<file path="src/sv/rmedf_pkg.sv">
// Shared types, codes and constants of the periodic task scheduler.
package rmedf_pkg;

    localparam int TASK_SLOTS_DEF = 16;

    typedef enum logic [1:0] {
        CMD_LOAD   = 2'd0,
        CMD_TICK   = 2'd1,
        CMD_FINISH = 2'd2,
        CMD_READ   = 2'd3
    } cmd_t;

    typedef enum logic [2:0] {
        REASON_IDLE    = 3'd0,
        REASON_PREEMPT = 3'd1,
        REASON_MISSED  = 3'd2,
        REASON_DONE    = 3'd3,
        REASON_ABORT   = 3'd4
    } end_reason_t;

    typedef enum logic [3:0] {
        S_IDLE,
        S_SCAN,
        S_SEL,
        S_RUN,
        S_FSCAN,
        S_DRAIN,
        S_WAIT
    } state_t;

    localparam logic [0:0] CFG_ALGORITHM  = 1'b0;
    localparam logic [0:0] CFG_TASK_COUNT = 1'b1;
    localparam logic [4:0] IDLE_TASK      = 5'h1F;
    localparam logic       KIND_BLOCK     = 1'b0;
    localparam logic       KIND_REPORT    = 1'b1;

    typedef struct packed {
        logic        kind;
        logic [4:0]  block_task;
        logic [31:0] block_units;
        logic [2:0]  end_reason;
        logic [31:0] lost_count;
        logic [31:0] completed_count;
        logic [31:0] killed_count;
    } res_t;

endpackage

</file>
<file path="src/sv/rmedf_obuf.sv">
// Two-entry result buffer that collects the results of one command and drains them.
module rmedf_obuf (
    input  logic               aclk,
    input  logic               aresetn,
    input  logic               push_i,
    input  rmedf_pkg::res_t    item_i,
    input  logic               start_i,
    output logic               busy_o,
    output logic               m_tvalid,
    input  logic               m_tready,
    output logic [135:0]       m_tdata,  // block_task, block_units, end_reason, lost, completed, killed
    output logic [0:0]         m_tuser,  // kind
    output logic               m_tlast
);
    rmedf_pkg::res_t ent_reg [2];
    logic [1:0] cnt_reg;
    logic       rd_reg;
    logic       drain_reg;
    rmedf_pkg::res_t cur;

    assign cur      = ent_reg[rd_reg];
    assign busy_o   = drain_reg;
    assign m_tvalid = drain_reg && (cnt_reg != 2'd0);
    assign m_tlast  = ({1'b0, rd_reg} + 2'd1) == cnt_reg;
    assign m_tuser  = cur.kind;
    assign m_tdata  = {cur.killed_count, cur.completed_count, cur.lost_count,
                       cur.end_reason, cur.block_units, cur.block_task};

    always_ff @(posedge aclk) begin
        if (push_i && !cnt_reg[1]) begin
            ent_reg[cnt_reg[0]] <= item_i;
        end
    end

    always_ff @(posedge aclk) begin
        if (!aresetn) begin
            cnt_reg   <= 2'd0;
            rd_reg    <= 1'b0;
            drain_reg <= 1'b0;
        end else if (start_i) begin
            drain_reg <= (cnt_reg != 2'd0);
        end else if (m_tvalid && m_tready) begin
            if (m_tlast) begin
                cnt_reg   <= 2'd0;
                rd_reg    <= 1'b0;
                drain_reg <= 1'b0;
            end else begin
                rd_reg <= 1'b1;
            end
        end else if (push_i && !cnt_reg[1]) begin
            cnt_reg <= cnt_reg + 2'd1;
        end
    end
endmodule

</file>
<file path="config.mk">
export PLATFORM = sky130hd
export DESIGN_NAME = rmedf_obuf
export DESIGN_NICKNAME = d
export VERILOG_FILES = /design/src/sv/rmedf_pkg.sv /design/src/sv/rmedf_obuf.sv
export SDC_FILE = /design/constraint.sdc
export NUM_CORES = 1
export LEC_CHECK = 0
export BUFFER_PORTS_ARGS = -buffer_cell sky130_fd_sc_hd__buf_2
export CORE_MARGIN = 4
export CORE_UTILIZATION = 52
export DETAILED_ROUTE_END_ITERATION = 8
export PLACE_DENSITY = 0.79
export SLEW_MARGIN = 30
export SYNTH_ARGS = -nofsm -noshare
export SYNTH_HDL_FRONTEND = slang
export SYNTH_SLANG_ARGS = --single-unit
</file>
<file path="constraint.sdc">
create_clock -name aclk -period 8.3 [get_ports aclk]
set_input_delay 0.415 -clock aclk [delete_from_list [all_inputs] [get_ports aclk]]
set_output_delay 0.415 -clock aclk [all_outputs]
set_load 0.1 [all_outputs]
</file>
## Word-level counts from Yosys, hierarchy flattened

Memory sizes are Yosys's and may differ from the RTL's. A register that Yosys moved wholly into a read port is not among the register bits.
Cells that the tools add are included.

- Memories kept: 1
- Logic and storage cells: 31
- Bits in writable memories: 274
- Bits in registers: 4

Memories:

| name | words | bits a word | rd ports | clocked after Yosys merged registers in | wr ports | RTL line | RTL |
|---|---|---|---|---|---|---|---|
| ent_reg | 2 | 137 | 1 | 1 | 1 | rmedf_obuf.sv:15 | `rmedf_pkg::res_t ent_reg [2];` |

- Bitwise logic cells: 1
- Add/sub/neg operators: 2
- Reductions and logical operators: 11
- Equality and inequality tests: 2
- Multiplexer cells: 11

Operators by type and width:

| kind | count |
|---|---|
| 1-bit 2-to-1 mux | 8 |
| 2-bit nonzero test | 4 |
| 2-bit 2-to-1 mux | 3 |
| 2-bit AND reduction | 2 |
| 1-bit logical AND | 3 |
| 3-bit AND reduction | 1 |
| 1-bit by 1-bit adder with 2-bit output, second input constant | 1 |
| 2-bit by 1-bit adder with 2-bit output, second input constant | 1 |
| 2-bit equality test | 1 |
| 2-bit inequality test, second input constant | 1 |
| 1-bit zero test | 1 |
| 1-bit inverter | 1 |

## Longest topological paths before layout

Gate-level depths: netlist of the first run.

- Depth in word-level cells: 6
- Depth in mapped cells: 5

## Least setup slack after synthesis of the first run

OpenSTA, ideal clock, no wires.

- Path type: input to register
- Start point: input push_i
- End point: memory ent_reg[0][0] (netlist bit), enable pin
- Required time: 7.664 ns
- Path slack: 1.470 ns
- Stages on the path: 2
- Data arrival time: 6.194 ns
- Library setup time: 0.636 ns
- Cells stage by stage: nand2_1 -> nor2_1

- Cells in the longest elaborated chain, start to end: 3

RTL lines:

| element | RTL line | RTL |
|---|---|---|
| start: declaration | rmedf_obuf.sv:5 | `input logic push_i,` |
| 1-bit logical AND | rmedf_obuf.sv:30 | `if (push_i && !cnt_reg[1]) begin` |
| 1-bit 2-to-1 mux | rmedf_obuf.sv:30 |  |
| 1-bit 2-to-1 mux (not written as such) | rmedf_obuf.sv:31 | `ent_reg[cnt_reg[0]] <= item_i;` |
| end: declaration | rmedf_obuf.sv:15 |  |

Every way passes these cells.

==> results of run 1 <==
## critical path, stage by stage, from the launching register on
cell     delay, ns
dfxtp_4       0.85
buf_6         0.64
mux2_2        0.31
buf_2         0.44
## routing by layer
layer	GRT usage, %	wire length, um	vias up
li1	-	-	2444
met3	5.028	1613	50
met1	21.88	7560	2682
met2	31.82	10860	219
met5	0	0	-
met4	7.549	617	0
## synthesized netlist by cell type
master | instances | area, um^2
or4b_1 | 1 | 10.01
nor2_1 | 3 | 11.26
edfxtp_1 | 274 | 8228
o211ai_1 | 2 | 15.01
clkbuf_1 | 1 | 3.750
ha_1 | 1 | 12.51
buf_2 | 14 | 70.07
a211oi_1 | 1 | 7.510
or3b_4 | 1 | 11.26
o32ai_1 | 1 | 8.760
dfxtp_1 | 5 | 100.1
nand2_1 | 5 | 18.77
or3b_1 | 1 | 8.760
mux2_2 | 137 | 1543
a21boi_0 | 2 | 15.01
inv_1 | 2 | 7.510
nor2b_1 | 1 | 6.260
o21ai_0 | 2 | 10.01
and3b_1 | 1 | 8.760
nand3b_1 | 2 | 15.01
nand4b_1 | 1 | 8.760
## power by group through the flow
| stage | Combinational, mW | Sequential (mW) | Clock, mW |
|---|---|---|---|
| after floorplan | 0.474 | 1.70 | 0 |
| after global placement | 0.584 | 1.69 | 0 |
| after detailed placement | 0.592 | 1.69 | 0 |
| after CTS | 0.595 | 1.66 | 1.18 |
| after global routing | 0.611 | 1.67 | 1.25 |
| final | 0.591 | 1.66 | 1.16 |
## area by class of cell
cell class	count	area [um^2]	area share, %
sequential	279	8332	65.52
multi-input combinational	162	1725	13.57
timing repair buffer	286	1455	11.44
clock buffer	34	744.5	5.855
tap	260	325.3	2.558
clock inverter	18	113.9	0.8954
antenna	5	12.51	0.09840
inverter	2	7.507	0.05904
## metrics by stage
stage	utilization [%]	setup WS, ns	cell area [um^2]
after floorplan	-	1.470	10120
after global placement	62.64	5.337	11830
after detailed placement	62.64	5.261	11830
after CTS	67.18	4.687	12690
after global routing	67.30	4.859	12720
final	67.30	4.990	12720
## cells in the final DEF (no fill, tap or decap), types with 4 or more instances in the layout
| cell type | netlist | final |
|---|---|---|
| buf_2 | 14 | 281 |
| clkbuf_1 | 1 | 5 |
| clkbuf_16 | 0 | 29 |
| clkinv_1 | 0 | 8 |
| clkinv_2 | 0 | 6 |
| dfxtp_1 | 5 | 4 |
| diode_2 | 0 | 5 |
| edfxtp_1 | 274 | 274 |
| mux2_2 | 137 | 137 |
| nand2_1 | 5 | 5 |
## cells by family (layout without fill, tap and decap cells)
logic type | count (synthesis) | after routing | share of synthesized area [%]
other | 0 | 5 | 0
flip-flops | 279 | 279 | 82.29
AO/OA/AOI/OAI | 8 | 8 | 0.5563
adder cells (fa/ha/maj) | 1 | 1 | 0.1236
multiplexers | 137 | 137 | 15.24
buffers and inverters | 17 | 340 | 0.8037
AND/OR/NAND/NOR | 16 | 16 | 0.9768
## final timing paths
path | start | to | cells after the start
max reg2reg | cnt_reg[0] | ent_reg[1][129] | 4
min | item_i[40] | ent_reg[0][40] | 1
min reg2reg | rd_reg | register | 2
max | register | m_tdata[54] | 3
==> metrics.cfg, run 1 <==
[power_and_ir_drop]
switching_power_mw = 1.001
ir_drop_mv = 0.1922
intPower_mw = 2.409
power_density_nw_per_um2 = 268.1
p_comb_share_pct = 17.3
p_leak_nw = 4.713
seqPwrFrac_pct = 48.7
switching_share_pct = 29.35
power.total_mw = 3.410
clockPowerShare_pct = 33.9

[outcome]
outcome = complete, no violations

[global_routing]
grt_pass1_wl_mm = 31.82
overflow = 0
grtUsageTotal_pct = 18.38
grt_pass1_vias = 5959
antenna_found_initial = 5
grt_max_degree = 79

[sta]
fmax_mhz = 302.1
hold_ws_ns = 0.08156
finalHoldViolCount = 0
tightestPinTransition_ns = 0.8037
setup_viol_count_final = 0
finalMaxSlewViolations = 0
finalCritPeriodShare_pct = 39.88
rsz0062_at_grt = no
clock-skew-final_ns = 0.007171
finalSetupTns_ns = 0
relSlewSlack_pct = 46.42
finalCriticalPeriod_ns = 3.310

[cts]
cts_tree = done
htreeDepth = 1
ctsResizeCount = 0
insertion_delay_ns = 0.52
path_clk_slew_ns = 0.06
cts-hold-fix-buffers = 0
numCtsBuffers = 28
clock-sinks = 279
cts_buffer_depth = 3
cts_setup_buffers = 0
root_buffer = clkbuf_16

[job]
cap_violations = 0

[synth]
syn-cell-area_um2 = 10120
synth_area_per_cell_um2 = 22.10
ys_seq_area_share_pct = 82.29
yosysWarnings = 0
ys_ff_latch = 279
synth_cells = 458
synth_cell_types = 21
syn_nets = 601

[drt]
ant_nets = 0
first_pass_iters = 4
via_per_inst = 5.158
drt_iter0_drc = 258
wl_per_cell_um = 19.75
drc = 0
routed_wirelength_mm = 20.66
num_vias = 5395

[layout]
fillers = 1331
largest_register_ffs = 274
drive_gt1_share_pct = 59.67
fin_cells = 1046
syn2layout_area_growth_pct = 25.65
final_nets = 902

[place]
gp_congestion = 0.8025
io_buffers = 281
hpwl_mm = 14.12
place_inst = 989

[worst_setup_path]
end_kind = output pin
cp_max_fo = 78
cp.arrival_ns = 2.89
critical_path_class = reg -> out
cp_data_required_time_ns = 7.89
r2r_slack_ns = 5.73
cp-start-kind = register

[floorplan]
fp.coreArea_um2 = 18890
dieHeight_um = 147.5
die_w_um = 147.5
initial_core_util_pct = 53.56
io_pins = 282
rows = 50
die-area_um2 = 21760

[min_path]
hold_class = in -> reg

Power figures use the tool's default switching activity.
==> run 2, diff against run 1 <==
==> constraint.sdc (replaced) <==
create_clock -name aclk -period 3.15 [get_ports aclk]
set_input_delay 0.1575 -clock aclk [delete_from_list [all_inputs] [get_ports aclk]]
set_output_delay 0.1575 -clock aclk [all_outputs]
set_load 0.1 [all_outputs]
==> run 2 against run 1 <==
Effect of this change:
- utilization increased by 8.1 points
- critical path depth unchanged
- sequential share of layout area decreased by 7.0 points
- sequential power increased to 2.6 times the previous value
- via count increased by 11%
- power increased to 2.8 times the previous value
- register-to-register slack got worse by 4.7 ns
- highest routed layer unchanged
- sequential cell count unchanged
- clock skew about the same
- wire length increased by 14%
- clock-buffer cell count decreased by 1
- first-iteration DRC count increased by 2.7%
==> metrics.cfg, run 2 (same netlist as run 1, synthesis figures left out) <==
[outcome]
outcome = complete, no violations

[drt]
num_vias = 5968  ; +11%
drc = 0  ; unchanged
wl_per_cell_um = 19.81  ; +0.32%
drt_iter0_drc = 265  ; +2.7%
ant_nets = 0  ; unchanged
routed_wirelength_mm = 23.46  ; +14%
via_per_inst = 5.041  ; -2.3%
first_pass_iters = 6  ; +2

[worst_setup_path]
critical_path_class = reg -> out
slowest_stage = dfxtp_4
crit_chain = buf_12 -> mux2_2 -> buf_2
cp_max_fo = 47  ; -40%
path_buf_inv = 2  ; unchanged
end_kind = output pin
cp-start-kind = register
max_stage_delay_ns = 0.77  ; -0.08 ns
cp_data_required_time_ns = 2.99  ; -4.90 ns
cp.arrival_ns = 2.36  ; -0.53 ns
path_delay_family = flip-flops

[layout]
final_cell_mix = buf_2 (281), edfxtp_1 (274), dlygate4sd3_1 (140)
syn2layout_area_growth_pct = 40.71
final_common_cell = buf_2
largest_register_ffs = 274  ; unchanged
drive_gt1_share_pct = 51.30  ; -8.4 points
fin_cells = 1184  ; +13%
final_nets = 1043  ; +16%
design_area_um2 = 14240  ; +12%
fillers = 1078  ; -19%

[global_routing]
grt_pass1_vias = 6655  ; +12%
overflow = 0  ; unchanged
antenna_found_initial = 2  ; -3
grt_max_degree = 90  ; +14%
grtUsageTotal_pct = 21.15  ; +2.8 points
grt_pass1_wl_mm = 36.20  ; +14%

[cts]
htreeDepth = 1  ; unchanged
clock-sinks = 279  ; unchanged
insertion_delay_ns = 0.52  ; about the same
ctsResizeCount = 0  ; unchanged
path_clk_slew_ns = 0.06  ; about the same
cts_buffer_depth = 3  ; unchanged
cts-hold-fix-buffers = 140  ; +140
root_buffer = clkbuf_16
cts_setup_buffers = 0  ; unchanged
numCtsBuffers = 28  ; unchanged
cts_tree = done

[place]
place_inst = 990  ; +0.10%
placed_area_um2 = 11890  ; +0.49%
hpwl_mm = 13.50  ; -4.4%
gp_congestion = 0.7850  ; -2.2%
io_buffers = 281  ; unchanged

[power_and_ir_drop]
ir_drop_mv = 0.5220  ; +170%
switching_share_pct = 28.72  ; -0.63 points
power_density_nw_per_um2 = 661.9  ; +150%
clockPowerShare_pct = 35.3  ; +1.4 points
intPower_mw = 6.718  ; +180%
switching_power_mw = 2.707  ; +170%
power.total_mw = 9.425  ; +180%
seqPwrFrac_pct = 46.5  ; -2.2 points
p_comb_share_pct = 18.2  ; +0.9 points
p_leak_nw = 5.365  ; +14%

[floorplan]
rows = 50  ; unchanged
die-area_um2 = 21760  ; unchanged
io_pins = 282  ; unchanged
die_w_um = 147.5  ; unchanged
dieHeight_um = 147.5  ; unchanged
fp.coreArea_um2 = 18890  ; unchanged
initial_core_util_pct = 53.56  ; unchanged

[sta]
finalHoldViolCount = 0  ; unchanged
rsz0062_at_grt = no
setup_viol_count_final = 0  ; unchanged
finalMaxSlewViolations = 0  ; unchanged
clock-skew-final_ns = 0.007208  ; +0.00003663 ns
fmax_mhz = 397.4
relSlewSlack_pct = 55.49  ; +9.1 points
finalCritPeriodShare_pct = 79.88
finalCriticalPeriod_ns = 2.516
tightestPinTransition_ns = 0.6677  ; -0.1360 ns

[min_path]
hold_class = in -> reg

[job]
cap_violations = 0  ; unchanged

==> run 2: cell count changes in the layout (fill, tap and decap cells not counted), sizes merged <==
cell / previous run / this run
buf: 286 / 287
bufinv: 1 / 4
clkbuf: 34 / 33
clkinv: 15 / 13
clkinvlp: 2 / 1
diode: 5 / 2
dlygate4sd3: 0 / 140
inv: 2 / 3
==> run 2: per-stage QoR <==
stage	setup slack, ns	hold slack (ns)	utilization, %	setup TNS (ns)
global route	0.5124	0.08692	75.37	0
global placement	1.172	0.3444	62.94	0
floorplan	-1.339	0.2564	-	-364.92
detailed placement	1.160	0.3482	62.94	0
finish	0.6339	0.06446	75.37	0
CTS	0.5921	0.02741	75.34	0
==> run 2: worst register-to-register path, delay by kind of cell, from the launching register on <==
| family | cells | cell delay [ns] |
|---|---|---|
| AND/OR/NAND/NOR | 2 | 0.46 |
| buffers and inverters | 2 | 0.70 |
| adder cells (fa/ha/maj) | 1 | 0.26 |
| flip-flops | 1 | 0.45 |
| AO/OA/AOI/OAI | 1 | 0.19 |
==> run 2: path summary, 6_finish.rpt <==
kind | from | to | depth (start not counted) | slack (ns)
worst max-delay path | register | m_tdata[37] | 3 | 0.63
worst min-delay path | m_tready | busy_o | 4 | 0.06
worst max register to register | cnt_reg[0] | rd_reg | 6 | 1.04
worst min register to register | cnt_reg[1] | cnt_reg[1] | 2 | 0.54
==> run 2: area by class of cell <==
| cell class | count | area (um^2) | area share, % |
|---|---|---|---|
| inverters | 2 | 7.507 | 0.05272 |
| multi-input cells | 162 | 1725 | 12.12 |
| flip-flops and latches | 279 | 8332 | 58.51 |
| diodes | 2 | 5.005 | 0.03515 |
| repair buffers | 427 | 2903 | 20.38 |
| clock buffers | 33 | 740.7 | 5.202 |
| clock inverters | 19 | 201.4 | 1.415 |
| well taps | 260 | 325.3 | 2.285 |
==> run 2: power by group through the flow <==
stage	sequential (mW)	combinational (mW)	clock [mW]
finish	4.38	1.72	3.32
global route	4.40	1.77	3.57
CTS	4.38	1.71	3.38
detailed placement	4.45	1.57	0
global placement	4.44	1.55	0
floorplan	4.46	1.25	0
==> run 2: layer usage <==
metal  wire [um]  vias to the layer above  part of all wire [%]  track usage [%]
met2       12310                      250                    52            37.90
met4         836                        0                   3.6            7.549
met3        1483                       58                   6.3            5.212
met5           0                        -                     0                0
met1        8828                     2936                    38            24.85
li1            -                     2724                     -                -
